<file path="src/design/nls_pkg.sv">
// ----------------------------------------------------------------------------
// nls_pkg: shared types and codes of the nested loop item sequencer
// Controller states, command and status bundles, error and function codes.
// ----------------------------------------------------------------------------
`default_nettype none

package nls_pkg;

    // function codes of an input item
    localparam logic FUNC_NEXT  = 1'b0;
    localparam logic FUNC_ENTER = 1'b1;

    // configuration register indexes
    localparam logic CFG_ITEM_COUNT = 1'b0;
    localparam logic CFG_CYCLIC     = 1'b1;

    // error codes of a result item
    localparam logic [1:0] ERR_NONE  = 2'd0;
    localparam logic [1:0] ERR_DEPTH = 2'd1;
    localparam logic [1:0] ERR_REPS  = 2'd2;

    // item index limits
    localparam logic signed [16:0] TOP_ITEM   = 17'sd65535;
    localparam logic signed [16:0] ITEM_RESET = -17'sd1;

    typedef enum logic {
        ST_IDLE,
        ST_EXEC
    } t_state;

    // controller to datapath
    typedef struct packed {
        logic load;    // capture the accepted input item
        logic step;    // pop one finished level
        logic commit;  // do the final step and load the result register
    } t_cmd;

    // datapath to controller
    typedef struct packed {
        logic final_step;  // the pending step completes the item
    } t_status;

endpackage

`default_nettype wire

</file>
<file path="src/design/nested_loop_item_sequencer.sv">
// An accepted item is captured, P finished levels (0..MAX_LEVELS) are popped one frame
// per cycle, and the final step commits when the output register is free; no new item
// is taken before that commit. A result waits in the output register while the next is taken.
// Reset (synchronous, active low): index before first item, no loops,
// item_count 1, acyclic mode; frame stack contents undefined until pushed.
// ----------------------------------------------------------------------------
// nested_loop_item_sequencer: item index stepper with nested repeat loops
// Controller and datapath joined by command and status bundles.
// ----------------------------------------------------------------------------
`default_nettype none

module nested_loop_item_sequencer #(
    parameter int MAX_LEVELS = 8
) (
    input  wire logic               i_clk,
    input  wire logic               i_rst_n,
    // configuration write channel
    input  wire logic               i_cfg_valid,
    output logic                    o_cfg_ready,
    input  wire logic               i_cfg_index,
    input  wire logic [15:0]        i_cfg_data,
    // input item channel
    input  wire logic               i_in_valid,
    output logic                    o_in_ready,
    input  wire logic               i_func,
    input  wire logic [15:0]        i_body_items,
    input  wire logic signed [15:0] i_repetitions,
    input  wire logic [31:0]        i_body_size,
    // result item channel
    output logic                    o_out_valid,
    input  wire logic               i_out_ready,
    output logic [15:0]             o_item_index,
    output logic [31:0]             o_offset,
    output logic [1:0]              o_error
);
    import nls_pkg::*;

    t_cmd    w_cmd;
    t_status w_status;

    // configuration is always taken
    assign o_cfg_ready = 1'b1;

    nls_ctrl u_ctrl (
        .i_clk       (i_clk),
        .i_rst_n     (i_rst_n),
        .i_in_valid  (i_in_valid),
        .o_in_ready  (o_in_ready),
        .o_out_valid (o_out_valid),
        .i_out_ready (i_out_ready),
        .i_status    (w_status),
        .o_cmd       (w_cmd)
    );

    nls_datapath #(
        .MAX_LEVELS (MAX_LEVELS)
    ) u_datapath (
        .i_clk         (i_clk),
        .i_rst_n       (i_rst_n),
        .i_cfg_we      (i_cfg_valid && o_cfg_ready),
        .i_cfg_index   (i_cfg_index),
        .i_cfg_data    (i_cfg_data),
        .i_func        (i_func),
        .i_body_items  (i_body_items),
        .i_repetitions (i_repetitions),
        .i_body_size   (i_body_size),
        .i_cmd         (w_cmd),
        .o_status      (w_status),
        .o_item_index  (o_item_index),
        .o_offset      (o_offset),
        .o_error       (o_error)
    );

endmodule

`default_nettype wire

</file>
<file path="src/design/nls_ctrl.sv">
// ----------------------------------------------------------------------------
// nls_ctrl: controller of the nested loop item sequencer
// Accepts an item, pops finished levels one per cycle, then commits the
// final step into the output register when that register is free.
// ----------------------------------------------------------------------------
`default_nettype none

module nls_ctrl (
    input  wire logic             i_clk,
    input  wire logic             i_rst_n,
    input  wire logic             i_in_valid,
    output logic                  o_in_ready,
    output logic                  o_out_valid,
    input  wire logic             i_out_ready,
    input  wire nls_pkg::t_status i_status,
    output nls_pkg::t_cmd         o_cmd
);
    import nls_pkg::*;

    t_state r_state, n_state;
    logic   r_out_valid, n_out_valid;
    logic   w_out_free;

    assign w_out_free = !r_out_valid || i_out_ready;

    // state and output valid registers
    always_ff @(posedge i_clk) begin
        if (!i_rst_n) begin
            r_state     <= ST_IDLE;
            r_out_valid <= 1'b0;
        end else begin
            r_state     <= n_state;
            r_out_valid <= n_out_valid;
        end
    end

    // next state and commands
    always_comb begin
        n_state      = r_state;
        o_cmd        = '0;
        o_in_ready   = 1'b0;
        case (r_state)
            ST_IDLE: begin
                o_in_ready = 1'b1;
                if (i_in_valid) begin
                    o_cmd.load = 1'b1;
                    n_state    = ST_EXEC;
                end
            end
            ST_EXEC: begin
                if (!i_status.final_step) begin
                    o_cmd.step = 1'b1;
                end else if (w_out_free) begin
                    o_cmd.commit = 1'b1;
                    n_state      = ST_IDLE;
                end
            end
            default: n_state = ST_IDLE;
        endcase
        n_out_valid = o_cmd.commit ? 1'b1 : (i_out_ready ? 1'b0 : r_out_valid);
    end

    assign o_out_valid = r_out_valid;

    // a committed result is offered in the next cycle
    a_commit_valid: assert property (@(posedge i_clk) disable iff (!i_rst_n)
        o_cmd.commit |=> r_out_valid)
        else $error("committed result not offered");

    // pop and commit never in the same cycle, nor load with either
    a_cmd_excl: assert property (@(posedge i_clk) disable iff (!i_rst_n)
        !(o_cmd.commit && o_cmd.step) && !(o_cmd.load && (o_cmd.step || o_cmd.commit)))
        else $error("conflicting datapath commands");

    // a waiting result is never overwritten
    a_no_overwrite: assert property (@(posedge i_clk) disable iff (!i_rst_n)
        (r_out_valid && !i_out_ready) |-> !o_cmd.commit)
        else $error("result overwritten while stalled");

    // an accepted item starts execution next cycle
    a_load_exec: assert property (@(posedge i_clk) disable iff (!i_rst_n)
        o_cmd.load |=> (r_state == ST_EXEC))
        else $error("accepted item not executed");

endmodule

`default_nettype wire

</file>
<file path="src/design/nls_datapath.sv">
// ----------------------------------------------------------------------------
// nls_datapath: item index, loop frame stack and result register
// Holds the configuration, the captured item, the frame stack and the
// output payload; performs one pop, enter, restart or advance per command.
// ----------------------------------------------------------------------------
`default_nettype none

module nls_datapath #(
    parameter int MAX_LEVELS = 8
) (
    input  wire logic               i_clk,
    input  wire logic               i_rst_n,
    // configuration
    input  wire logic               i_cfg_we,
    input  wire logic               i_cfg_index,
    input  wire logic [15:0]        i_cfg_data,
    // input item
    input  wire logic               i_func,
    input  wire logic [15:0]        i_body_items,
    input  wire logic signed [15:0] i_repetitions,
    input  wire logic [31:0]        i_body_size,
    // control
    input  wire nls_pkg::t_cmd      i_cmd,
    output nls_pkg::t_status        o_status,
    // result payload
    output logic [15:0]             o_item_index,
    output logic [31:0]             o_offset,
    output logic [1:0]              o_error
);
    import nls_pkg::*;

    localparam int DEPTH_W = $clog2(MAX_LEVELS + 1);
    localparam int LVL_W   = (MAX_LEVELS > 1) ? $clog2(MAX_LEVELS) : 1;

    function automatic logic signed [16:0] bump(input logic signed [16:0] v);
        return (v < TOP_ITEM) ? v + 17'sd1 : TOP_ITEM;
    endfunction

    // configuration and control state
    logic [15:0]         r_item_count;
    logic                r_cyclic;
    logic signed [16:0]  r_cur, n_cur;
    logic [DEPTH_W-1:0]  r_depth, n_depth;

    // captured item
    logic                r_func;
    logic [15:0]         r_body_items;
    logic signed [15:0]  r_reps;
    logic [31:0]         r_body_size;

    // frame stack
    logic [15:0]         r_start    [MAX_LEVELS];
    logic signed [17:0]  r_last     [MAX_LEVELS];
    logic [14:0]         r_rem      [MAX_LEVELS];
    logic [31:0]         r_bsize    [MAX_LEVELS];
    logic [31:0]         r_off      [MAX_LEVELS];

    logic [LVL_W-1:0]    w_top, w_push;
    logic                w_in_loop, w_full, w_reps_bad, w_hit;
    logic [14:0]         w_rem_dec;
    logic signed [17:0]  w_cur_x, w_next_x;
    logic signed [16:0]  w_bumped;
    logic [31:0]         w_top_off;
    logic                w_do_push, w_do_restart;
    logic [31:0]         n_offset;
    logic [1:0]          n_error;

    // top frame view
    assign w_top     = LVL_W'(r_depth - DEPTH_W'(1));
    assign w_push    = LVL_W'(r_depth);
    assign w_in_loop = (r_depth != '0);
    assign w_full    = (r_depth == DEPTH_W'(MAX_LEVELS));
    assign w_top_off = w_in_loop ? r_off[w_top] : 32'd0;
    assign w_cur_x   = 18'(r_cur);
    assign w_next_x  = w_cur_x + 18'sd1;
    assign w_bumped  = bump(r_cur);
    assign w_hit     = w_in_loop && (w_cur_x == r_last[w_top]);
    assign w_rem_dec = r_rem[w_top] - 15'(r_rem[w_top] != 15'd0);
    assign w_reps_bad = (r_reps <= 16'sd0);

    // only a pop of a finished level is not final
    assign o_status.final_step = (r_func == FUNC_ENTER) || !(w_hit && (w_rem_dec == 15'd0));

    // outcome of the final step
    always_comb begin
        n_cur        = r_cur;
        n_depth      = r_depth;
        n_offset     = w_top_off;
        n_error      = ERR_NONE;
        w_do_push    = 1'b0;
        w_do_restart = 1'b0;
        if (r_func == FUNC_ENTER) begin
            if (w_full) begin
                n_error = ERR_DEPTH;
            end else if (w_reps_bad) begin
                n_error = ERR_REPS;
            end else begin
                w_do_push = 1'b1;
                n_cur     = w_bumped;
                n_depth   = r_depth + DEPTH_W'(1);
                n_offset  = 32'd0;
            end
        end else if (w_hit) begin
            w_do_restart = 1'b1;
            n_cur        = $signed({1'b0, r_start[w_top]});
            n_offset     = r_off[w_top] + r_bsize[w_top];
        end else if (r_cyclic) begin
            n_cur = (w_next_x >= $signed({2'b00, r_item_count})) ? 17'sd0 : 17'(w_next_x);
        end else begin
            n_cur = w_bumped;
        end
    end

    // control registers
    always_ff @(posedge i_clk) begin
        if (!i_rst_n) begin
            r_item_count <= 16'd1;
            r_cyclic     <= 1'b0;
            r_cur        <= ITEM_RESET;
            r_depth      <= '0;
        end else begin
            if (i_cfg_we) begin
                case (i_cfg_index)
                    CFG_ITEM_COUNT: r_item_count <= i_cfg_data;
                    CFG_CYCLIC:     r_cyclic     <= i_cfg_data[0];
                    default:        ;
                endcase
            end
            if (i_cmd.step) begin
                r_depth <= r_depth - DEPTH_W'(1);
            end else if (i_cmd.commit) begin
                r_cur   <= n_cur;
                r_depth <= n_depth;
            end
        end
    end

    // item capture, frame stack and result payload
    always_ff @(posedge i_clk) begin
        if (i_cmd.load) begin
            r_func       <= i_func;
            r_body_items <= i_body_items;
            r_reps       <= i_repetitions;
            r_body_size  <= i_body_size;
        end
        if (i_cmd.commit) begin
            if (w_do_push) begin
                r_start[w_push] <= w_bumped[15:0];
                r_last[w_push]  <= w_cur_x + $signed({2'b00, r_body_items});
                r_rem[w_push]   <= r_reps[14:0];
                r_bsize[w_push] <= r_body_size;
                r_off[w_push]   <= 32'd0;
            end
            if (w_do_restart) begin
                r_rem[w_top] <= w_rem_dec;
                r_off[w_top] <= n_offset;
            end
            o_item_index <= n_cur[15:0];
            o_offset     <= n_offset;
            o_error      <= n_error;
        end
    end

endmodule

`default_nettype wire

</file>
<file path="config.mk">
export PLATFORM = sky130hd
export DESIGN_NAME = nested_loop_item_sequencer
export DESIGN_NICKNAME = d
export VERILOG_FILES = /design/src/design/nls_pkg.sv /design/src/design/nested_loop_item_sequencer.sv /design/src/design/nls_ctrl.sv /design/src/design/nls_datapath.sv
export SDC_FILE = /design/constraint.sdc
export NUM_CORES = 1
export LEC_CHECK = 0
export BUFFER_PORTS_ARGS = -buffer_cell sky130_fd_sc_hd__buf_2
export CELL_PAD_IN_SITES_DETAIL_PLACEMENT = 1
export CELL_PAD_IN_SITES_GLOBAL_PLACEMENT = 2
export CORE_MARGIN = 3
export CORE_UTILIZATION = 50
export CTS_CLUSTER_SIZE = 30
export DETAILED_ROUTE_END_ITERATION = 6
export MAX_ROUTING_LAYER = met4
export PLACE_DENSITY_LB_ADDON = 0.1
export SLEW_MARGIN = 20
export SYNTH_ARGS = -nofsm -noshare
export SYNTH_HDL_FRONTEND = slang
export SYNTH_SLANG_ARGS = --single-unit
</file>
<file path="constraint.sdc">
create_clock -name i_clk -period 22.6 [get_ports i_clk]
set_input_delay 2.26 -clock i_clk [delete_from_list [all_inputs] [get_ports i_clk]]
set_output_delay 2.26 -clock i_clk [all_outputs]
set_load 0.005 [all_outputs]
</file>
* Word-level counts from Yosys, hierarchy flattened
Memories as Yosys holds them, arrays and structs flattened. Index checks and enable logic that the tools add are counted.
Word-level totals: logic and storage cells 108, bits of input ports 87, output and inout bits 53, bits in writable memories 904, memories kept 5, bits in registers 155
Cells by class: reductions and logical operators 20, bitwise logic cells 4, multiplexer cells 48, $add $sub $neg 7, order comparisons 3, eq/ne operators 6
Memory list:
- u_datapath.r_bsize | words 8, width 32, rd ports 1, clocked after Yosys merged registers in 0, write ports 1, RTL line nls_datapath.sv:55 | logic [31:0] r_bsize [MAX_LEVELS];
- u_datapath.r_off | words 8, width 32, rd ports 1, clocked after Yosys merged registers in 0, write ports 1, RTL line nls_datapath.sv:56 | logic [31:0] r_off [MAX_LEVELS];
- u_datapath.r_last | words 8, width 18, rd ports 1, clocked after Yosys merged registers in 0, write ports 1, RTL line nls_datapath.sv:53 | logic signed [17:0] r_last [MAX_LEVELS];
- u_datapath.r_start | words 8, width 16, rd ports 1, clocked after Yosys merged registers in 0, write ports 1, RTL line nls_datapath.sv:52 | logic [15:0] r_start [MAX_LEVELS];
- u_datapath.r_rem | words 8, width 15, rd ports 1, clocked after Yosys merged registers in 0, write ports 1, RTL line nls_datapath.sv:54 | logic [14:0] r_rem [MAX_LEVELS];
Operators by type and width (count):
- $mux W32 | 6
- $mux W17 | 7
- $add A32 B32 Y32 | 1
- $reduce_or A32 Y1 | 1
- $mux W1 | 24
- $mux W4 | 5
- $add A17 B17 Y18 | 1
- $add A17 B2 Y18 const B | 1
- $eq A17 B18 Y1 | 1
- $ge A18 B17 Y1 | 1
- $add A17 B2 Y17 const B | 1
- $lt A17 B17 Y1 const B | 1
- $le A16 B1 Y1 const B | 1
- $logic_not A15 Y1 | 1
- $mux W15 | 1
- $reduce_bool A15 Y1 | 1
- $reduce_or A15 Y1 | 1
- $sub A15 B1 Y15 | 1
- $ne A2 B2 Y1 const B | 4
- $reduce_and A4 Y1 | 2
- $mux W3 | 2
- $reduce_and A2 Y1 | 3
- $reduce_bool A2 Y1 | 3
- $add A4 B1 Y4 const B | 1
- other kinds (10) | 17

* Depth between registers and ports, before layout
An unclocked memory read counts as a cell.
depth in word-level cells 14, gate-level depth with buffers 30, mapped depth without buffers 19

* Cells and area by module
Synthesis repeated with hierarchy kept, for this count alone.
Second synthesis, totals: cells, all modules 2623, area total of the unflattened synthesis 44066.0 um^2
Modules (own cells, without submodules):
- nls_datapath | instances 1, area an instance 43947.1 um^2, seq. area each 31360.1 um^2, cells an instance 2609
- nls_ctrl | instances 1, area an instance 107.6 um^2, seq. area each 40.0 um^2, cells an instance 12
- nested_loop_item_sequencer | instances 1, area an instance 11.3 um^2, seq. area each 0.0 um^2, cells an instance 2

* Worst setup path before layout
No wires, ideal clock.
path kind input port to flip-flop, start input port i_out_ready, end memory u_datapath.r_bsize[0][0], enable pin, data required time 21.947 ns, slack 13.024 ns, buffers on the path 0, arrival 8.923 ns, library setup time 0.653 ns, stages on the path 4, cell sequence nand2b_1 > and2_1 > nand2_1 > nor4_1
On the way: longest elaborated chain between the ends 6
RTL lines:
- start, declared | RTL line nested_loop_item_sequencer.sv:31 | input wire logic i_out_ready,
- $logic_or A1 B1 Y1 | RTL line nls_ctrl.sv:24 | assign w_out_free = !r_out_valid || i_out_ready;
- $mux W1 | RTL line nls_ctrl.sv:53 | end else if (w_out_free) begin
- $mux W1 | RTL line nls_ctrl.sv:51 | if (!i_status.final_step) begin
- $mux W2 | RTL line nls_ctrl.sv:42 | case (r_state)
- $mux W1 | RTL line nls_datapath.sv:146 | if (i_cmd.commit) begin
- $mux W1 (not written as such) | RTL line nls_datapath.sv:151 | r_bsize[w_push] <= r_body_size;
- end, declared | RTL line nls_datapath.sv:55
Every way passes these cells.

* Worst setup path after layout
start register u_datapath.r_depth[0], end memory u_datapath.r_off[4][17], enable pin
On the way: longest elaborated chain between the ends 14, elaborated cells between the ends (all ways) 28, those cells by class 2 x add/sub; 2 x eq/ne; 14 x mux; 8 x reduce/logical; 2 x memory
RTL lines:
- start, declared | RTL line nls_datapath.sv:43 | logic [DEPTH_W-1:0] r_depth, n_depth;
- start signal, assigned | RTL line nls_datapath.sv:130 | r_depth <= r_depth - DEPTH_W'(1);
- start signal, assigned | RTL line nls_datapath.sv:133 | r_depth <= n_depth;
- $sub A4 B1 Y4
- $mem_v2 Z8 W15
- $reduce_bool A15 Y1 | RTL line nls_datapath.sv:78 | assign w_rem_dec = r_rem[w_top] - 15'(r_rem[w_top] != 15'd0);
- $sub A15 B1 Y15 | RTL line nls_datapath.sv:78
- $logic_not A15 Y1 | RTL line nls_datapath.sv:82 | assign o_status.final_step = (r_func == FUNC_ENTER) || !(w_hit && (w_rem_dec == 15'd0));
- $logic_and A1 B1 Y1 | RTL line nls_datapath.sv:82
- $logic_not A1 Y1 | RTL line nls_datapath.sv:82
- $logic_or A1 B1 Y1 | RTL line nls_datapath.sv:82
- $mux W1 | RTL line nls_ctrl.sv:51
- $mux W2 | RTL line nls_ctrl.sv:42
- $mux W1 | RTL line nls_datapath.sv:146
- $mux W1 (not written as such) | RTL line nls_datapath.sv:156 | r_off[w_top] <= n_offset;
- $reduce_or A32 Y1 (no line)
- $mux W3 (no line) / $mux W1 (equally long branches)
- end, declared | RTL line nls_datapath.sv:56
Several ways; a longest one is shown, not always the timed one.

==> results.md <==
* Share of cells above drive strength 1 at approximately a fifth
* Synth Area in XOR/XNOR at under 10%
* # clock sinks at 1059
* # port buffers at 138
* Fillcell total at 8054
* Initial antenna violation count at 9
* Global route overflow at 0
* Synth cell types at 85
* Post-DP HPWL at 75600 um
* Post-cts resize count at 0
* Clock Latency Late Sink at a little under 0.7 ns
* Slew Viols, Final at 0
* H-tree depth at 3
* Combinational family with the most area after synthesis: multiplexers
* Initial core utilization at 50.6%
* Final instance area at 0.0505 mm2
* CTS max path bufs at 3
* Number of synthesized flops with an enable pin at 1019
* Area Growth Syn to Fin at 12.7%
* Initial DRC Count at about 2.1k
* Least-Margin Pin Slew at 1.06 ns
* Mux cell area share after synthesis at around an eighth
* Post-synth top area cell: edfxtp_1
* Placed cell area at 0.0470 mm2
* Relative slew slack at roughly 29%
* RSZ-0062 raised after global routing: no
* Critical Path RT at between 20 and 25 ns
* Synth top area share at 68.2%
* Simple-gate share of the synthesized area at 6.58%
* Drt drc at 0
* Vias in the first global route at 26.7k
* CP Buf/Inv Count at 3
* Die H at about 300 um
* Post-Synthesis Cells at 2675
* Fin worst setup slack at between 10 and 15 ns
* Via-to-Cell Ratio at 6.13
* Run status: complete, no violations
* Layout Cells excl Fill at 4110
* Area occupied by multi-input gates at 0.0127 mm2
* First-pass GRT wire length at 178000 um
* Post-CTS Setup Repair Bufs at 0
* Register area at 0.0314 mm2
* Top Family by Delay on Critical Path: simple AND/OR/NAND/NOR gates
* Final GP Congestion at 0.846
* Pre-CTS setup slack at 14.07 ns
* Total GRT Usage at 26.8%
* Ys async rst share at 0%
* Mapped Area at 0.0448 mm2
* Cell Pwr Density at between 80 and 90 mW/mm2
* Total wire length at 120000 um
* Maximum clock frequency at 0.119 GHz
* Antenna viol nets, final at 0
* Flop and latch count out of synthesis at 1059
* CP Capture Type: flip-flop
* Post-synth net total at 2832
* Hold buffers post-CTS at 0
* Minimum clock period at about 8.4 ns
* Largest net degree at the start of global routing at 104
* CTS root buffer: clkbuf_16
* NumNets Final at 3005
* Crit-path cells: inv_2, ha_4, buf_4, a21oi_1, mux4_2, or3_1, nand3b_1, ha_1, ha_1, and2_1, nand4_1, nor4_1, nand2_1, nor3_1, a211o_4, a31oi_1, nor2_4, buf_4
* Clock transition at path regs at about 0.070 ns
* I/O pins at 140
* Synth Area in Compound Gates at 4.91%
* 1st-pass router iterations at 5
* Total number of vias at ~25k
* YS warnings at 0
* Final Power at 4.44 mW
* Startpoint Class: flip-flop
* Critical Path Fanout Max at 62
* Crit Path Category: reg2reg
* Synth Area per Inst at ~17 um2
* Critical path's largest stage delay at between 0.9 and 1 ns
* Setup violations, final at 0
* Placed Cells at slightly below 4k
* CORE AREA at 0.0886 mm2
* Die ar. at 0.0933 mm2
* TritonCTS clock tree: done
* Worst VDD drop at about 0.091 mV
* Class of the tightest hold or removal check: reg2reg
* Fin util at 57.0%
* Total Neg Setup Slack at 0 ns
* P_leak at 17.6 nW
* CP Data Arrival Time at 8.74 ns
* Fin crit share at between 30% and 40%
* Primary FF master, synth: edfxtp_1
* Cell at the slowest stage of the critical path: ha_4
* Fin Clk Skew at about 0.027 ns
* Cts bufs inserted at between 100 and 150
* Drt wl/cell at 29.3 um
* Sequential area share after synthesis at roughly 70%
* Post-synthesis adder-cell area fraction at 1.99%
* Worst hold slack at 0.463 ns
* Max-cap violations at 0
* Final Hold Fails at 0
* Die width at 305 um
* Top cells by area, synth: edfxtp_1, mux4_2, nand2_1
* FP Rows at around 110
-- registers in the layout, indices dropped and copies added, names as in the netlist, 2 cells and up --
name / count
u_datapath.r_bsize: 256
u_datapath.r_off: 256
u_datapath.r_last: 144
u_datapath.r_start: 128
u_datapath.r_rem: 120
u_datapath.o_offset: 32
u_datapath.r_body_size: 32
u_datapath.r_cur: 17
u_datapath.o_item_index: 16
u_datapath.r_body_items: 16
u_datapath.r_item_count: 16
u_datapath.r_reps: 16
u_datapath.r_depth: 4
u_datapath.o_error: 2
-- worst min-delay path, stage by stage, from the launching register on --
cell,delay [ns]
dfxtp_1,0.31
nand2_1,0.05
a21oi_1,0.05
-- final timing paths --
check / slack (ns) / from / cells after the start / end
max: 14.16 / u_datapath.r_depth[0]$_SDFFE_PN0P_ / 18 / u_datapath.r_off[4][17]$_DFFE_PP_
min: 0.46 / u_datapath.r_item_count[6]$_SDFFE_PN0P_ / 2 / u_datapath.r_item_count[6]$_SDFFE_PN0P_
max reg2reg: 14.16 / u_datapath.r_depth[0]$_SDFFE_PN0P_ / 18 / u_datapath.r_off[4][17]$_DFFE_PP_
min reg2reg: 0.46 / u_datapath.r_item_count[6]$_SDFFE_PN0P_ / 2 / u_datapath.r_item_count[6]$_SDFFE_PN0P_
-- cell usage after synthesis (5+ instances only) --
master / instances
a2111oi_0: 9
a211oi_1: 6
a21o_1: 22
a21oi_1: 79
a221o_1: 9
a22o_1: 31
a22oi_1: 5
a311oi_1: 5
a31oi_1: 10
and2_1: 11
and3_1: 22
buf_1: 11
buf_2: 41
buf_4: 12
clkbuf_1: 63
dfxtp_1: 40
edfxtp_1: 1019
ha_1: 68
inv_1: 70
mux2i_1: 52
mux4_2: 225
nand2_1: 349
nand2b_1: 13
nand3_1: 39
nand4_1: 15
nor2_1: 67
nor2b_1: 32
nor3_1: 49
nor4_1: 14
o211ai_1: 12
o21a_1: 9
o21ai_0: 42
o21ai_1: 14
o22ai_1: 6
o31a_1: 12
o31ai_1: 7
or3_1: 8
xnor2_1: 75
xor2_1: 21
-- area by class of cell --
| class | instances | share of cell area, % |
|---|---|---|
| Antenna cell | 3 | 0.0149 |
| Timing Repair Buffer | 194 | 2.25 |
| Inverter | 73 | 0.542 |
| Sequential cell | 1059 | 62.1 |
| Clock inverter | 66 | 1.30 |
| Clock buffer | 138 | 5.71 |
| Tap cell | 1165 | 2.88 |
| Multi-Input combinational cell | 1412 | 25.2 |
-- power by group --
group / internal (mW) / leakage (nW) / switching, mW
clock network: 1.02 / 1.71 / 0.753
registers: 2.23 / 10.1 / 0.0279
logic: 0.133 / 5.76 / 0.276
-- logic make-up (layout without fill, tap and decap cells) --
family          count (synthesis)  after routing
buf+inv                       204            471
flops                        1059           1059
mux                           282            282
fa+ha+maj                      70             70
other cells                     1              4
simple gates                  645            645
compound gates                317            317
xor+xnor                       97             97
-- placed cells by master (no fill, tap or decap), drive strengths merged, types with 49 or more instances in the layout --
master and instances:
mux4 225, edfxtp 1019, nor3 49, inv 80, xnor2 75, buf 194
mux2i 53, a21oi 79, clkbuf 138, nand2 349, o21ai 56, nor2 67
ha 68
-- per-layer routing --
metal	part of all wire, %	track usage, %
met1	44	37.7
met2	46	39.8
met3	8.0	6.48
met4	2.1	6.44
met5	0	-
No activity file was read; power rests on OpenSTA's default activity.
